## src/iqm_pkg.sv

```systemverilog
// ----------------------------------------------------------------------------
// iqm_pkg: shared types and constants
// Value widths, cell control and controller states for the interquartile
// mean of positive samples.
// ----------------------------------------------------------------------------
package iqm_pkg;

  localparam int unsigned IN_W    = 32;  // signed Q16.16 sample
  localparam int unsigned VAL_W   = 31;  // positive magnitude kept in the chain
  localparam int unsigned KEPT_W  = 9;   // width of the kept_count field
  localparam int unsigned QUART_SH = 2;  // quarter of the set: shift by log2(4)

  typedef logic [VAL_W-1:0] val_t;

  typedef struct packed {
    logic ins;    // insert the broadcast value into the sorted chain
    logic shift;  // move every entry one cell toward the head
  } cell_ctl_t;

  typedef enum logic [1:0] {
    S_LOAD,
    S_DRAIN,
    S_DIV,
    S_OUT
  } state_t;

endpackage

```

## src/iqm_cell.sv

```systemverilog
// ----------------------------------------------------------------------------
// iqm_cell: one slot of the insertion sort chain
// Holds one kept value; on insert it takes its left neighbor, the new value
// or keeps its own; on drain it takes its right neighbor.
// ----------------------------------------------------------------------------
module iqm_cell import iqm_pkg::*; (
  input  logic      clk,
  input  cell_ctl_t ctl,
  input  val_t      din,
  input  logic      occ,
  input  logic      prev_occ,
  input  logic      prev_gt,
  input  val_t      prev_val,
  input  val_t      next_val,
  output val_t      val,
  output logic      gt
);

  val_t val_r;
  val_t val_nxt;

  assign val = val_r;
  assign gt  = occ && (val_r > din);

  always_comb begin
    val_nxt = val_r;
    if (ctl.shift) begin
      val_nxt = next_val;
    end else if (ctl.ins) begin
      if (prev_gt) begin
        val_nxt = prev_val;
      end else if (gt || (!occ && prev_occ)) begin
        // new value lands here: first larger entry or first free slot
        val_nxt = din;
      end
    end
  end

  always_ff @(posedge clk) begin
    val_r <= val_nxt;
  end

endmodule

```

## config.mk

```make
export PLATFORM = sky130hd
export DESIGN_NAME = iqm_cell
export DESIGN_NICKNAME = d
export VERILOG_FILES = /design/src/iqm_pkg.sv /design/src/iqm_cell.sv
export SDC_FILE = /design/constraint.sdc
export NUM_CORES = 1
export LEC_CHECK = 0
export BUFFER_PORTS_ARGS = -buffer_cell sky130_fd_sc_hd__buf_2
export CAP_MARGIN = 30
export CORE_ASPECT_RATIO = 1.1
export CORE_MARGIN = 1
export CORE_UTILIZATION = 40
export DETAILED_ROUTE_END_ITERATION = 16
export GPL_TIMING_DRIVEN = 0
export HOLD_SLACK_MARGIN = 0.12
export PLACE_DENSITY_LB_ADDON = 0.12
export SLEW_MARGIN = 15
export SYNTH_ARGS = -nofsm -noshare
export SYNTH_HDL_FRONTEND = slang
export SYNTH_SLANG_ARGS = --single-unit
export TNS_END_PERCENT = 50
```

## constraint.sdc

```tcl
create_clock -name clk -period 6.3 [get_ports clk]
set_clock_uncertainty 0.15 [all_clocks]
set_input_delay 0.315 -clock clk [delete_from_list [all_inputs] [get_ports clk]]
set_output_delay 0.315 -clock clk [all_outputs]
set_load 0.01 [all_outputs]
```

== Word level (Yosys, flattened, before mapping) ==
Index checks and enable logic that the tools add are counted.
W data, S select, Z words.

* Flip-flop bits (word level): 31
* Input bits: 99
* Output and inout port bits: 32
* Logic and storage cells: 13

* Magnitude comparators: 1
* Muxes and demuxes: 4
* Reduce and logical (&&, ||, !) cells: 7

{| class="wikitable"
|+ Operators by type and width
! cell !! number
|-
| $mux W31 || 4
|-
| $gt A31 B31 Y1 || 1
|-
| $reduce_bool A3 Y1 || 1
|-
| $logic_and A1 B1 Y1 || 2
|-
| $reduce_and A2 Y1 || 1
|-
| $reduce_bool A2 Y1 || 1
|-
| $logic_not A1 Y1 || 1
|-
| $logic_or A1 B1 Y1 || 1
|}

== Longest topological paths before layout ==
* Depth in word-level cells: 7
* Depth in mapped cells: 7
* Gate-level depth less buffers: 7

== Worst setup path after synthesis ==
No wires, ideal clock.

* Path kind: register -> register
* From: register val_r[29] (netlist: val[29])
* To: register val_r[0] (netlist: val[0]), enable pin
* Library setup time: 0.393 ns
* Arrival: 2.309 ns
* Data required time: 5.757 ns
* Path slack: 3.448 ns
* Stages on the path, launching flop included: 6
* Buffers on the path: 0
* Period minus slack after synthesis: 2.852 ns
* Cells stage by stage: edfxtp_1 > ha_1 > nand4_1 > nor4_1 > o41a_1 > o31a_1

* Word-level cells in the longest chain between the ends: 5

{| class="wikitable"
|+ RTL lines
! item !! RTL line !! text
|-
| start: declaration || iqm_cell.sv:19 || <nowiki>val_t val_r;</nowiki>
|-
| start signal: assignment || iqm_cell.sv:40 || <nowiki>val_r <= val_nxt;</nowiki>
|-
| $gt A31 B31 Y1 || iqm_cell.sv:23 || <nowiki>assign gt = occ && (val_r > din);</nowiki>
|-
| $logic_and A1 B1 Y1 || iqm_cell.sv:23 ||
|-
| $logic_or A1 B1 Y1 || iqm_cell.sv:32 || <nowiki>end else if (gt || (!occ && prev_occ)) begin</nowiki>
|-
| $reduce_bool A3 Y1 (no line) || - ||
|-
| $reduce_and A2 Y1 (no line) || - ||
|}

Every way passes these cells.
A chain may end at the register's enable or synchronous reset.

== Final worst setup path ==
* From: register val_r[2] (netlist: val[2])
* To: register val_r[19] (netlist: val[19]), enable pin

Same word-level chain as after synthesis.

==> impl_metrics.ini <==
[cts]
cts.clk_slew.worst_paths_ps = 60
insertion_delay_ps = 270
clock_path_buffers = 2
cts_setup_buffers = 0
hold_buffers = 0
cts_buffers = 5
cts_tree = built
cts_root_buf = clkbuf_8
htree_levels = 2
post_cts_resize_count = 0
clock-sinks = 31

[synthesis]
synth_edf_count = 31
synth_async_sr_flop_share = 0
syn-cell-area_sq_um = 2369
synth_top_area_cell = edfxtp_1
synth_flop_cell = edfxtp_1
ys_ff_latch = 31
synth_cell_types = 26
yosysSeqAreaShare = 0.3930
yosys.area.top_type_share = 0.3930
yosys-top-cells-area = edfxtp_1, ha_1, mux2i_1, o21ai_0, nand2_1
synthCells = 250
synthesis.nets = 380
synth.avg_cell_area_sq_um = 9.474
ys.warnings.count = 0

[worst_setup_path]
worstPathRequired_ps = 6180
crit_family = compound AO/OA/AOI/OAI gates
crit_path_end_kind = flop
path_depth = 7
cp_common_cell = a21oi_1
critPathKind = flop to flop
critPathLaunch = val[2]$_DFFE_PP_
crit_buf_inv = 1
r2r_start = val[2]$_DFFE_PP_
critPathArrivalTime_ps = 2690
reg2reg_depth = 7
slowest_stage = o31a_2
r2r-end = val[19]$_DFFE_PP_
reg2reg_slack_ps = 3490
crit_path_max_fanout = 21
start_kind = flop
crit_end = val[19]$_DFFE_PP_
path_cells = ha_1 > a21oi_1 > a21oi_1 > o31a_1 > o41a_1 > o31a_2 > buf_16
critPathMaxStageDelay_ps = 480

[finish]
diodes = 0
seq_area_sq_um = 930.9
n_fill_cell = 554
syn_to_final_growth_pct = 35.71
drive_gt1_frac = 0.3592
post-route-util = 0.5607
nets = 516
multi_input_area_sq_um = 1274
largest_reg_flops = 31

[sta]
finalCriticalPeriod_ps = 2808
slew_headroom = 0.6574
rsz0062_at_grt = no
tightest_slew_ps = 509.3
drv_slew = 0
fmax_ghz = 0.3561
layout_setup_ws_ps = 3492
finalSetupViolCount = 0
hold_viol_final = 0
period_share = 0.4458
tns_ps = 0

[pwr]
powerDensity_nw_per_um2 = 186.7
ir_drop_mv = 0.08537
leakagePower_uw = 0.001676

[grt]
grt-busiest-layer = met2
overflow = 0
grt_usage = 0.1972
grt_max_degree = 22
grtUsageMet2 = 0.3679
globalRouteMet1Util = 0.2185
grt_pass1_wl_um = 9204
first_global_vias = 2221
grtUsageMet3 = 0.05340
antenna_found_initial = 0

[floorplan]
initial_core_util = 0.4131
ios = 131
core_sq_um = 5733
die_h_um = 82.71
die-area_sq_um = 6233
die_x_um = 75.37
rows = 29

[flow_run]
cap_violations = 0

[placement]
gp_congestion = 0.7035
port_buffers = 128
place_ws_ps = 3456
hpwl_um = 4885

[detailed_routing]
drt_wl_total_um = 5953
dr.pass1.iters = 4
wl_per_cell_um = 12.83
drtAntennaViolNets = 0
post-route-drc-count = 0
viasPerCell = 4.929
via_count = 2287
drtIter0Drc = 62

[min_path]
hp-class = input pin to flop
hold_start = next_val[29]

[outcome]
status = completed
-- where the power goes --
part / internal, uW / leakage [uW] / switching (uW) / total (uW)
sequential: 259 / 0.000313 / 12.3 / 271
clock: 75.2 / 0.0000403 / 69.7 / 145
combinational: 86.4 / 0.00132 / 97.9 / 184
total: 420 / 0.00168 / 180 / 600
-- synthesized netlist by cell type (2+ instances only) --
master,count
o31a_1,2
buf_2,3
nor3_1,2
a21oi_1,12
o21ai_0,34
nand4_1,6
mux2i_1,31
inv_1,32
nand2_1,37
o21a_1,2
nand3_1,3
ha_1,31
edfxtp_1,31
nor2_1,5
clkbuf_1,8
-- worst min-delay path, cell delays in order --
cell,delay [ps]
buf_2,70
nand2_1,40
o21ai_0,60
-- routing by layer --
layer | share of wire | vias to the layer above
li1 | - | 1166
met1 | 0.40 | 1042
met2 | 0.52 | 77
met3 | 0.074 | 2
met4 | 0.0047 | 0
met5 | 0 | -
-- kinds of logic after synthesis --
group	after synthesis	synth area share
AOI/OAI and AO/OA	59	0.1437
and+or+nand+nor	55	0.09879
buffers and inverters	43	0.06973
muxes	31	0.1310
adders and majority gates	31	0.1638
DFF	31	0.3930
-- cell type report --
class,count,area share
Clock inverter,2,0.002336
Buffer,11,0.01401
Tap cell,77,0.02997
Clock buffer,6,0.02258
Timing Repair Buffer,129,0.2079
Multi-Input combinational cell,176,0.3963
Inverter,32,0.03737
Sequential cell,31,0.2896
-- through the flow --
stage	cells	instance area [sq um]	power [uW]	hold WS [ps]
global route	464	3214	645.3	168.4
CTS	464	3214	611.7	157.8
floorplan	250	2369	376.0	352.1
finish	464	3214	600.1	169.0
global placement	455	3105	453.5	440.6
detailed placement	456	3134	461.9	449.4
-- worst min path at each step --
stage / slack, ps / cells after the start / endpoint
floorplan: 350 / 2 / val[28]$_DFFE_PP_
global placement: 440 / 3 / val[4]$_DFFE_PP_
detailed placement: 450 / 3 / val[29]$_DFFE_PP_
CTS: 160 / 3 / val[2]$_DFFE_PP_
global route: 170 / 3 / val[6]$_DFFE_PP_
finish: 170 / 3 / val[29]$_DFFE_PP_
-- cell usage in the layout, fill, tap and decap left out, drive strengths merged, types with 5 or more instances in the layout --
cell type  Yosys  layout
mux2i         31      31
nor2           5       5
o21ai         34      34
nand4          6       6
a21oi         12      12
inv           32      32
nand2         37      37
clkbuf         8      14
ha            31      31
edfxtp        31      31
buf            3     132
Note: power is estimated with default switching activity, not from simulation.
