==> config.mk <==
export PLATFORM = sky130hd
export DESIGN_NAME = iqm_div
export DESIGN_NICKNAME = d
export VERILOG_FILES = /design/src/iqm_div.sv
export SDC_FILE = /design/constraint.sdc
export NUM_CORES = 1
export LEC_CHECK = 0
export BUFFER_PORTS_ARGS = -buffer_cell sky130_fd_sc_hd__buf_2
export CORE_MARGIN = 8
export CORE_UTILIZATION = 47
export DETAILED_ROUTE_END_ITERATION = 10
export GPL_TIMING_DRIVEN = 0
export PLACE_DENSITY_LB_ADDON = 0.05
export SLEW_MARGIN = 5
export SYNTH_ARGS = -nofsm -noshare
export SYNTH_HDL_FRONTEND = slang
export SYNTH_SLANG_ARGS = --single-unit
export TNS_END_PERCENT = 20
==> constraint.sdc <==
create_clock -name clk -period 2.3 [get_ports clk]
set_input_delay 0.23 -clock clk [delete_from_list [all_inputs] [get_ports clk]]
set_output_delay 0.23 -clock clk [all_outputs]
set_load 0.02 [all_outputs]
==> src/iqm_div.sv <==
// ----------------------------------------------------------------------------
// iqm_div: restoring divider
// One quotient bit per cycle; done pulses when the quotient is ready.
// ----------------------------------------------------------------------------
module iqm_div #(
  parameter int unsigned SW = 39,
  parameter int unsigned CW = 9
) (
  input  logic          clk,
  input  logic          rst_n,
  input  logic          start,
  input  logic [SW-1:0] dividend,
  input  logic [CW-1:0] divisor,
  output logic          done,
  output logic [SW-1:0] quot
);

  localparam int unsigned NW = $clog2(SW + 1);

  logic [SW-1:0] dvd_r, dvd_nxt;
  logic [CW-1:0] dsr_r;
  logic [CW-1:0] rem_r, rem_nxt;
  logic [NW-1:0] cnt_r;
  logic          busy_r;
  logic          done_r;
  logic [CW:0]   rem_sh;
  logic          qbit;

  assign rem_sh = {rem_r, dvd_r[SW-1]};
  assign qbit   = (rem_sh >= {1'b0, dsr_r});

  always_comb begin
    rem_nxt = qbit ? CW'(rem_sh - {1'b0, dsr_r}) : rem_sh[CW-1:0];
    dvd_nxt = {dvd_r[SW-2:0], qbit};
  end

  always_ff @(posedge clk) begin
    if (!rst_n) begin
      busy_r <= 1'b0;
      done_r <= 1'b0;
      cnt_r  <= '0;
    end else begin
      done_r <= busy_r && (cnt_r == NW'(1));
      if (start) begin
        busy_r <= 1'b1;
        cnt_r  <= NW'(SW);
      end else if (busy_r) begin
        cnt_r <= cnt_r - NW'(1);
        if (cnt_r == NW'(1)) begin
          busy_r <= 1'b0;
        end
      end
    end
  end

  always_ff @(posedge clk) begin
    if (start) begin
      dvd_r <= dividend;
      dsr_r <= divisor;
      rem_r <= '0;
    end else if (busy_r) begin
      dvd_r <= dvd_nxt;
      rem_r <= rem_nxt;
    end
  end

  assign done = done_r;
  assign quot = dvd_r;

endmodule

# Word level (Yosys, flattened, before mapping)
# Cells that the tools add are included.
[op_classes]
n_lt_le_gt_ge = 1
bitwise_logic = 1
n_eq_ne = 1
n_reduce_logical = 3
mux = 8
addsub = 2
div = 0
n_mul = 0
n_shift = 0
[ops]
columns = ["operator", "n"]
rows = [
  ["2-to-1 mux 39 bit", 2],
  ["2-to-1 mux 6 bit", 2],
  [">= comparator 10 x 9 -> 1 bit", 1],
  ["2-to-1 mux 9 bit", 1],
  ["subtractor 9 bit", 1],
  ["equality test 6 x 1 -> 1 bit (second input constant)", 1],
  ["subtractor 6 x 1 -> 6 bit (second input constant)", 1],
  ["2-to-1 mux 1 bit", 3],
  ["nonzero test 2 bit", 1],
  ["OR reduction 2 bit", 1],
  ["logical AND 1 bit", 1],
  ["NOT 1 bit", 1],
]
[word_totals]
latchBits = 0
ram_bits = 0
mem_bits_ro = 0
regBits = 65
word_cells = 23
input_bits = 51
mem_count = 0
out_inout_bits = 40

# Logic depth before layout (Yosys ltp)
# Gate-level depths: netlist of run 1.
[logic_depth]
ltp_word = 4
depth_mapped = 9

# Worst setup path after synthesis of run 1
# No wires, ideal clock.
[synth_timing]
path_kind = "reg-to-reg"
start = "register dvd_r[38] (netlist: quot[38])"
end = "register dvd_r[0] (netlist: quot[0]) (data pin)"
path_stages_with_launch = 9
required_time_ns = 2.040
setup_slack_ns = -0.174
path_buffers = 0
arrival_ns = 2.214
synth_period_minus_slack_ns = 2.474
cell_sequence = "edfxtp_1 > inv_1 > ha_1 > inv_1 > fa_1 > a211oi_1 > o21a_1 > o211ai_4 > mux2_2"
[synth_via]
elab_chain_cells = 3
[synth_rtl]
columns = ["element", "line", "rtl"]
rows = [
  ["from (decl)", "20", "logic [SW-1:0] dvd_r, dvd_nxt;"],
  ["from (signal assigned)", "58", "dvd_r <= dividend;"],
  ["from (signal assigned)", "62", "dvd_r <= dvd_nxt;"],
  [">= comparator 10 x 9 -> 1 bit", "30", "assign qbit = (rem_sh >= {1'b0, dsr_r});"],
  ["2-to-1 mux 39 bit", "61", "end else if (busy_r) begin"],
  ["2-to-1 mux 39 bit", "57", "if (start) begin"],
]
# No other way between the ends. The select of a mux whose other input is x is not followed.
# A chain may end at the register's enable or synchronous reset.

# Final worst setup path of run 1
[layout_timing]
start = "register dvd_r[38] (netlist: quot[38])"
end = "register rem_r[1]"
[layout_via]
elab_chain_cells = 2
word_cells_on_any_way = 3
[layout_rtl]
columns = ["element", "line", "rtl"]
rows = [
  ["subtractor 9 bit / >= comparator 10 x 9 -> 1 bit (equally long branches)", "33, 30", ""],
  ["2-to-1 mux 9 bit *", "33", "rem_nxt = qbit ? CW'(rem_sh - {1'b0, dsr_r}) : rem_sh[CW-1:0];"],
  ["to (signal assigned)", "63", "rem_r <= rem_nxt;"],
  ["to (decl)", "22", "logic [CW-1:0] rem_r, rem_nxt;"],
]
# Every way passes the cells marked *; elsewhere a longest branch is shown, timed or not.

==> qor.txt, run 1 <==
======================================================================================
Detailed-placement wirelength estimate                                         4940 um
Sequential share of the synthesized area                                         56.6%
Overall fraction of global-route tracks in use                                   15.2%
Utilization of the core after routing                                            60.2%
Post-Synthesis Cells                                                               239
Combined area of the multi-input logic cells                                  1320 um2
Minimum setup slack in the final design                                        95.9 ps
Number of max-cap violations                                                         0
Cell Pwr Density                                                            764 nW/um2
Cell types with the largest area share after synthesis                    edfxtp_1 (46%), mux2_2 (14%), dfxtp_1 (11%), ha_1 (4.4%), inv_1 (1.8%)
Total number of vias                                                              2249
Number of hold violations in the final report                                        0
Worst hold path cell count                                                           1
Worst min-delay path class                                                input pin to register
Wire length of the first global-routing pass                                  11500 um
Via count of the first global-routing pass                                        2356
Site Rows                                                                           30
Result of the run                                                         finished clean
Worst-case reg-to-reg path depth                                                    10
Post-Synthesis Mean Instance Area                                             13.2 um2
Fraction of final layout cells with drive strength greater than 1                47.3%
Most common library cells after synthesis                                 edfxtp_1 (48), mux2_2 (39), dfxtp_1 (17), inv_1 (15), nor2_1 (15)
Maximum clock path buffer count                                                      2
Clock sinks                                                                         65
Syn. warnings                                                                        0
RSZ-0062 raised after global routing                                               yes
Startpoint Class                                                              register
Flip-flop and latch count after synthesis                                           65
Leading cell type by number of instances after synthesis                      edfxtp_1
Net count of the mapped netlist                                                    302
Number of buffers added to fix hold violations after cts                             0
Worst Hold Endpoint                                                           dsr_r[6]
N_diodes                                                                             0
Fraction of synthesized cell area taken by the top area cell type                45.8%
Fraction of the cycle the final worst path needs                                 95.8%
CTS Root Buffer Type                                                          clkbuf_8
Post-Syn Area                                                                 3150 um2
Worst R2R End                                                                 rem_r[1]
Count of cell types in the netlist                                                  41
Worst reg2reg path startpoint                                                 quot[38]
Placeable core region                                                         6640 um2
Critical path fanouts, max                                                           6
Grt ovf                                                                              0
LEAKAGE                                                                        1.65 nW
Port-buffer cells                                                                   90
Final setup violation count                                                          0
Die span in x                                                                  97.9 um
Antenna viol nets, final                                                             0
Initial antenna violation count                                                      0
Clock skew                                                                     12.0 ps
H-tree Lvls                                                                          3
CTS tree                                                                           yes
Weighted congestion reported at the end of routability-driven placement          0.823
Vias per Instance                                                                 5.17
Clock buffers created by TritonCTS                                                   9
Count of pins on the block boundary                                                 91
Share of flip-flops with an asynchronous set or reset                               0%
NumNets Final                                                                      413
Startpoint of the worst hold path                                           divisor[6]
Routed wire length per instance                                                16.3 um
Reg clk slew, reported paths                                                     80 ps
Worst relative slew slack                                                        63.3%
Routed wire length                                                             7070 um
Number of iterations in the first detailed-routing pass                              4
Dpl ws                                                                         -359 ps
Worst-Skew Late Latency                                                         340 ps
Sequential cell area                                                          1780 um2
Final Instance Area                                                           4000 um2
Number of pins exceeding their max-slew limit in the final report                    0
WP data arrival                                                                2450 ps
Initial standard-cell utilization of the core                                    47.4%
Worst Tran Pin Value                                                            550 ps
Layout filler cell count                                                           571
Drc violations                                                                       0
Yosys top cell by area                                                        edfxtp_1
Top flip-flop cell by instance count after synthesis                          edfxtp_1
Area growth, synth to finish                                                     26.9%
Count of flip-flops with a built-in enable after synthesis                          48
Total Die Area                                                                9580 um2
Starting DRT DRC Count                                                              83
Placement-stage cell area                                                     3710 um2
Die height                                                                     97.9 um
Upper clock frequency limit                                                  0.454 GHz
Worst setup path class                                                    register to register
R2R setup slack                                                                 100 ps
Peak supply drop                                                            0.000418 V
Data required, critical path                                                   2540 ps
Fin crit period                                                                2200 ps
Type of destination of the critical path                                      register
Maximum number of pins on one net before global-route repair                        40
======================================================================================
==> worst max path at each step <==
stage	startpoint	endpoint	slack (ps)	depth (start not counted)
2_1_floorplan	quot[38]	quot[0]	4	8
4_1_cts	quot[38]	rem_r[1]	-0.03	10
3_3_place_gp	start	quot[9]	-320	4
6_report	quot[38]	rem_r[1]	100	10
3_5_place_dp	start	quot[8]	-360	4
5_1_grt	quot[38]	rem_r[1]	-50	10
==> metal layers <==
layer	vias to the layer above	track usage, %	routed length [um]	share of wire [%]
li1	1116	-	-	-
met1	1063	17.3	3070	43
met2	62	23.8	3350	47
met3	8	6.47	540	7.6
met4	0	7.67	114	1.6
met5	-	0	0	0
==> area by class of cell <==
type | instances | area share, %
flip-flops and latches | 65 | 44.6
multi-input cells | 149 | 33.0
repair buffers | 100 | 13.3
clock buffers | 12 | 3.63
well taps | 80 | 2.50
inverters | 15 | 1.41
plain buffers | 10 | 1.03
clock inverters | 4 | 0.532
==> cell usage in the layout (no fill, tap or decap), types with 2 or more instances in the layout <==
cell type and instances:
a211oi_1 4, a21oi_1 10, a311oi_1 4, buf_2 90
buf_4 9, buf_6 2, clkbuf_1 10, clkbuf_8 10
clkinv_2 2, dfxtp_1 17, edfxtp_1 48, ha_1 6
ha_2 5, inv_1 14, mux2_2 39, mux2i_1 5
nand2_1 10, nand2b_1 4, nand3_1 4, nor2_1 15
nor2b_1 2, nor4_1 2, nor4b_1 2, o211ai_1 3
o21a_1 4, xnor2_1 5, xor2_1 4
==> critical path, stage by stage, from the launching register on <==
cell	delay [ps]
edfxtp_1	390
inv_1	70
ha_2	180
inv_2	40
fa_2	360
a211oi_4	260
o21a_4	200
o211ai_4	130
buf_6	180
mux2i_1	120
a211oi_1	200
==> logic make-up after synthesis <==
logic type	count (synthesis)	share of synthesized area (%)
AO/OA/AOI/OAI	37	9.10
XOR/XNOR	9	2.50
adder cells (fa/ha/maj)	12	5.01
buffers and inverters	25	3.02
flip-flops	65	56.6
multiplexers	44	15.5
AND/OR/NAND/NOR	47	8.26
==> registers in the layout, indices dropped and copies added (netlist names) <==
name	count
quot	39
busy_r	1
rem_r	9
cnt_r	6
done	1
dsr_r	9
==> metrics by stage <==
step | cells | setup TNS (ps) | total power [W] | hold slack (ps)
after CTS | 431 | -0.0333 | 0.00303 | 49.3
after floorplan | 239 | 0 | 0.00194 | 329
final | 435 | 0 | 0.00305 | 66.3
after global placement | 409 | -12450 | 0.00213 | 407
after global routing | 435 | -101 | 0.00320 | 45.8
after detailed placement | 409 | -14130 | 0.00215 | 408
==> power by group <==
group	switching (W)	internal, W
clock	0.000440	0.000415
sequential	0.0000592	0.00140
combinational	0.000403	0.000342
==> repair_timing <==
| action | CTS | global route |
|---|---|---|
| pin swaps | 3 | 7 |
| setup endpoints to repair | 8 | 49 |
| cloned | 0 | 0 |
| buffers inserted | 6 | 4 |
| gates resized for setup | 3 | 13 |
No activity file was read; power rests on OpenSTA's default activity.
==> run 2: changes to the inputs <==
--- a/config.mk
+++ b/config.mk
@@ -9,7 +9,6 @@
 export CORE_MARGIN = 8
 export CORE_UTILIZATION = 47
 export DETAILED_ROUTE_END_ITERATION = 10
-export GPL_TIMING_DRIVEN = 0
 export PLACE_DENSITY_LB_ADDON = 0.05
 export SLEW_MARGIN = 5
 export SYNTH_ARGS = -nofsm -noshare
==> run 2 against run 1 <==
Effect of this change: final cell count is 2.3% lower; clock power is 2% higher; worst hold slack worse by 1.6 ps; die area stayed put; non-clock buffer count is 10 lower; global-route usage is 0.45 points lower; clock skew is 3.5 ps lower; setup slack better by 24 ps; combinational power is 7.5% lower.
==> qor.txt, run 2 (synthesis results as in run 1) <==
======================================================================================
Result of the run                                                         finished clean
Clock buffers created by TritonCTS                                                   9
Peak supply drop                                                            0.000378 V
Via count of the first global-routing pass                                        2374
Fraction of the cycle the final worst path needs                                 94.8%
Overall fraction of global-route tracks in use                                   14.7%
Total number of vias                                                              2198
RSZ-0062 raised after global routing                                               yes
Detailed-placement wirelength estimate                                         5020 um
Area growth, synth to finish                                                     24.9%
Combined area of the multi-input logic cells                                  1280 um2
Routed wire length per instance                                                16.1 um
Maximum number of pins on one net before global-route repair                        29
Number of hold violations in the final report                                        0
Worst-Skew Late Latency                                                         340 ps
Site Rows                                                                           30
Dpl ws                                                                         83.2 ps
Clock skew                                                                     8.41 ps
Cell Pwr Density                                                            767 nW/um2
Routed wire length                                                             6860 um
Worst relative slew slack                                                        67.5%
Worst path most repeated cell                                                    inv_1
Clk pwr share                                                                    28.9%
Worst min-delay path class                                                input pin to register
Maximum clock path buffer count                                                      2
Finished Layout Cells                                                              425
Weighted congestion reported at the end of routability-driven placement          0.788
Power, Total                                                                 0.00302 W
Fraction of power spent switching nets                                           28.9%
Number of iterations in the first detailed-routing pass                              4
Placeable core region                                                         6640 um2
WP data arrival                                                                2260 ps
Number of buffers added to fix hold violations after cts                             0
Vias per Instance                                                                 5.17
Reg clk slew, reported paths                                                     70 ps
Post-CTS setup-driven buffer insertion count                                         0
Antenna viol nets, final                                                             0
Final total negative setup slack                                                  0 ps
Startpoint Class                                                              register
Number of max-cap violations                                                         0
Fraction of final layout cells with drive strength greater than 1                46.4%
LEAKAGE                                                                        1.65 nW
Count of pins on the block boundary                                                 91
Number of flip-flops in the largest register                                        39
CTS tree                                                                           yes
Wire length of the first global-routing pass                                  11300 um
Worst Tran Pin Value                                                            481 ps
Total Die Area                                                                9580 um2
Switching pwr                                                               0.000871 W
Critical path fanouts, max                                                           9
Die span in x                                                                  97.9 um
Drc violations                                                                       0
NumNets Final                                                                      403
H-tree Lvls                                                                          3
Worst setup path class                                                    register to register
Die height                                                                     97.9 um
Utilization of the core after routing                                            59.2%
Layout filler cell count                                                           569
Data required, critical path                                                   2380 ps
Minimum setup slack in the final design                                         120 ps
Library cell contributing the largest single delay on the critical path       edfxtp_1
Initial standard-cell utilization of the core                                    47.4%
Inst Count DP                                                                      409
Commonest non-fill, non-tap cells in the layout                           buf_2 (90), edfxtp_1 (48), mux2_2 (39), dfxtp_1 (17)
Fin crit period                                                                2180 ps
Starting DRT DRC Count                                                             118
Sequential cell area                                                          1780 um2
Final setup violation count                                                          0
Cells along the critical path                                             inv_1 -> ha_1 -> inv_1 -> fa_2 -> a211oi_2 -> o21a_2 -> o211ai_4 -> mux2_2
Combinational power share                                                        22.8%
Type of destination of the critical path                                      register
Share of total power in sequential cells                                         48.3%
Upper clock frequency limit                                                  0.459 GHz
Initial antenna violation count                                                      0
Slowest stage delay, CP                                                         390 ps
Clock sinks                                                                         65
Cell Int Power                                                               0.00215 W
N_diodes                                                                             0
Grt ovf                                                                              0
Number of pins exceeding their max-slew limit in the final report                    0
Port-buffer cells                                                                   90
Most frequent standard cell in the layout excluding fill and tap cells           buf_2
CTS Root Buffer Type                                                          clkbuf_8
======================================================================================
run 2: path summary, 6_finish.rpt:
kind / startpoint / to / slack, ps / cells after the start
max reg2reg: quot[38] / quot[0] / 120 / 8
min reg2reg: rem_r[2] / rem_r[2] / 510 / 2
max: quot[38] / quot[0] / 120 / 8
min: divisor[5] / dsr_r[5] / 60 / 1
run 2: critical path: cells and delay by family, from the launching register on:
kind,cells,cell delay [ps]
AO/OA/AOI/OAI,3,600
adder cells (fa/ha/maj),2,500
flip-flops,1,390
multiplexers,1,310
buffers and inverters,2,120
run 2: area by class of cell:
cell class	instances	area share, %
timing repair buffer	100	13.7
clock inverter	3	0.414
clock buffer	13	4.04
multi-input combinational	149	32.6
tap	80	2.55
sequential	65	45.3
inverter	15	1.43
run 2: routing by layer:
| layer | up-vias | global-route usage [%] | wire, um |
|---|---|---|---|
| met5 | - | 0 | 0 |
| met4 | 0 | 7.55 | 128 |
| met3 | 13 | 5.26 | 454 |
| met2 | 56 | 23.8 | 3280 |
| met1 | 1033 | 16.8 | 3000 |
| li1 | 1096 | - | - |
run 2: power groups by stage:
stage | sequential, W | clock, W | combinational [W]
2_1_floorplan | 0.00157 | 0 | 0.000371
3_3_place_gp | 0.00148 | 0 | 0.000682
3_5_place_dp | 0.00148 | 0 | 0.000689
4_1_cts | 0.00146 | 0.000907 | 0.000695
5_1_grt | 0.00147 | 0.000944 | 0.000754
6_report | 0.00146 | 0.000872 | 0.000689
run 2: metrics by stage:
step	cell area, um2	hold slack [ps]
6_report	3930	64.7
5_1_grt	3930	42.1
4_1_cts	3930	42.1
3_5_place_dp	3750	408
3_3_place_gp	3750	406
2_1_floorplan	3160	329
run 2: what timing repair did:
action                                  CTS  global route
endpoints found under the setup margin    0             9
gates resized for setup                   0             1
hold endpoints to repair                  0             0
==> run 3: changes to the inputs <==
--- a/config.mk
+++ b/config.mk
@@ -7,7 +7,7 @@
 export LEC_CHECK = 0
 export BUFFER_PORTS_ARGS = -buffer_cell sky130_fd_sc_hd__buf_2
 export CORE_MARGIN = 8
-export CORE_UTILIZATION = 47
+export CORE_UTILIZATION = 45
 export DETAILED_ROUTE_END_ITERATION = 10
 export PLACE_DENSITY_LB_ADDON = 0.05
 export SLEW_MARGIN = 5
==> run 3 against run 2 <==
Effect of this change: wire length increased by 0.42%; worst hold slack gained 2.5 ps; first-iteration DRC count decreased by 37%; register-to-register slack got worse by 30 ps; total power is 3.3% higher; largest power group unchanged; via count increased by 0.86%; core utilization down 0.37 points; clock-buffer cell count fell by 4; clock power grew 10%.
==> qor.txt, run 3 (synthesis results as in run 1) <==
======================================================================================
Vias per Instance                                                                 5.05
Final Instance Area                                                           4000 um2
Utilization of the core after routing                                            58.8%
Number of iterations in the first detailed-routing pass                              4
Overall fraction of global-route tracks in use                                   14.2%
Post-CTS setup-driven buffer insertion count                                         0
Clock buffers created by TritonCTS                                                   9
Drc violations                                                                       0
CTS tree                                                                           yes
Worst path top cell family by delay                                       compound AO/OA/AOI/OAI gates
Fin crit period                                                                2210 ps
Fraction of power spent switching nets                                           29.3%
Worst relative slew slack                                                        66.8%
Clock sinks                                                                         65
Placeable core region                                                         6790 um2
Wire length of the first global-routing pass                                  11100 um
Routed wire length                                                             6890 um
Worst hold path cell count                                                           1
Startpoint Class                                                              register
Most frequent standard cell in the layout excluding fill and tap cells           buf_2
Clock skew                                                                     7.59 ps
Combinational power share                                                        22.4%
LEAKAGE                                                                        1.65 nW
Starting DRT DRC Count                                                              74
Maximum number of pins on one net before global-route repair                        47
Library cell contributing the largest single delay on the critical path       edfxtp_1
Upper clock frequency limit                                                  0.452 GHz
RSZ-0062 raised after global routing                                               yes
Buffers & Inverters on Critical Path                                                 2
Cells along the critical path                                             inv_1 -> ha_1 -> inv_1 -> fa_2 -> a211oi_2 -> o21a_2 -> o211ai_4 -> mux2_2
Grt ovf                                                                              0
Site Rows                                                                           30
Data required, critical path                                                   2390 ps
Placement-stage cell area                                                     3760 um2
Detailed-placement wirelength estimate                                         4920 um
Cell Pwr Density                                                            780 nW/um2
Critical path fanouts, max                                                           5
Reg clk slew, reported paths                                                     70 ps
Worst path most repeated cell                                                    inv_1
Fraction of final layout cells with drive strength greater than 1                47.5%
Type of destination of the critical path                                      register
Worst-case reg-to-reg path depth                                                     8
Clk pwr share                                                                    30.8%
Worst Tran Pin Value                                                            491 ps
Final setup violation count                                                          0
Sequential cell area                                                          1780 um2
Total Die Area                                                                9930 um2
Worst min-delay path class                                                input pin to register
Initial standard-cell utilization of the core                                    46.4%
Worst-Skew Late Latency                                                         340 ps
Antenna viol nets, final                                                             0
Weighted congestion reported at the end of routability-driven placement          0.780
Die height                                                                     99.7 um
WP depth                                                                             8
Peak supply drop                                                            0.000338 V
Fraction of the cycle the final worst path needs                                 96.2%
Via count of the first global-routing pass                                        2333
Routed wire length per instance                                                15.7 um
Slowest stage delay, CP                                                         380 ps
Combined area of the multi-input logic cells                                  1320 um2
Post-route worst hold slack                                                    67.2 ps
Area growth, synth to finish                                                     26.9%
Cell Int Power                                                               0.00220 W
Post-CTS resize count                                                                0
Total number of vias                                                              2217
Number of max-cap violations                                                         0
NumNets Final                                                                      401
Result of the run                                                         finished clean
Port-buffer cells                                                                   90
N_diodes                                                                             0
Number of pins exceeding their max-slew limit in the final report                    0
Maximum clock path buffer count                                                      2
Switching pwr                                                               0.000912 W
Die span in x                                                                  99.7 um
WP data arrival                                                                2300 ps
Count of pins on the block boundary                                                 91
Number of flip-flops in the largest register                                        39
Number of buffers added to fix hold violations after cts                             0
H-tree Lvls                                                                          3
Initial antenna violation count                                                      0
Worst setup path class                                                    register to register
Number of hold violations in the final report                                        0
Layout filler cell count                                                           604
CTS Root Buffer Type                                                          clkbuf_8
Commonest non-fill, non-tap cells in the layout                           buf_2 (90), edfxtp_1 (48), mux2_2 (39), dfxtp_1 (17)
Share of total power in sequential cells                                         46.8%
======================================================================================
## run 3: cell count changes in the layout (fill, tap and decap cells not counted), sizes merged
cell    before  now
buf        100   97
bufinv       0    1
clkbuf      13    9
clkinv       2    3
inv         15   17
o211ai       4    5
## run 3: power groups by stage
stage | Sequential [W] | Clock (W) | Combinational, W
after floorplan | 0.00157 | 0 | 0.000371
after global placement | 0.00148 | 0 | 0.000677
after detailed placement | 0.00148 | 0 | 0.000682
after CTS | 0.00146 | 0.000985 | 0.000685
after global routing | 0.00148 | 0.00103 | 0.000765
final | 0.00146 | 0.000959 | 0.000697
## run 3: metal layers
layer,up-vias,wire length [um],track usage (%)
li1,1095,-,-
met1,1060,3110,17.2
met2,52,3220,21.5
met3,10,440,5.80
met4,0,116,6.64
met5,-,0,0
## run 3: layout make-up
cell class,count,share of cell area (%)
clock buffer,9,3.10
clock inverter,7,1.69
inverter,15,1.41
multi-input combinational,150,33.0
sequential,65,44.6
tap,96,3.01
timing repair buffer,97,13.2
## run 3: worst reg2reg max path: stages, from the launching register on
cell and delay (ps):
edfxtp_1 380, inv_1 70, ha_1 150, inv_1 50, fa_2 350, a211oi_2 260, o21a_2 250, o211ai_4 150
mux2_2 300
## run 3: through the flow
step                      std cells  TNS (ps)  power, W  setup WS, ps
after global routing            439     -56.8   0.00328         -48.8
after global placement          422         0   0.00216           112
after floorplan                 239         0   0.00194          3.51
after detailed placement        422         0   0.00217          88.4
final                           439         0   0.00312          86.9
after CTS                       438         0   0.00313          61.6
## run 3: final timing paths
check	from	endpoint	slack (ps)
worst max-delay path	quot[38]	quot[0]	90
worst min-delay path	divisor[2]	dsr_r[2]	70
worst max register to register	quot[38]	quot[0]	90
worst min register to register	rem_r[2]	rem_r[2]	500
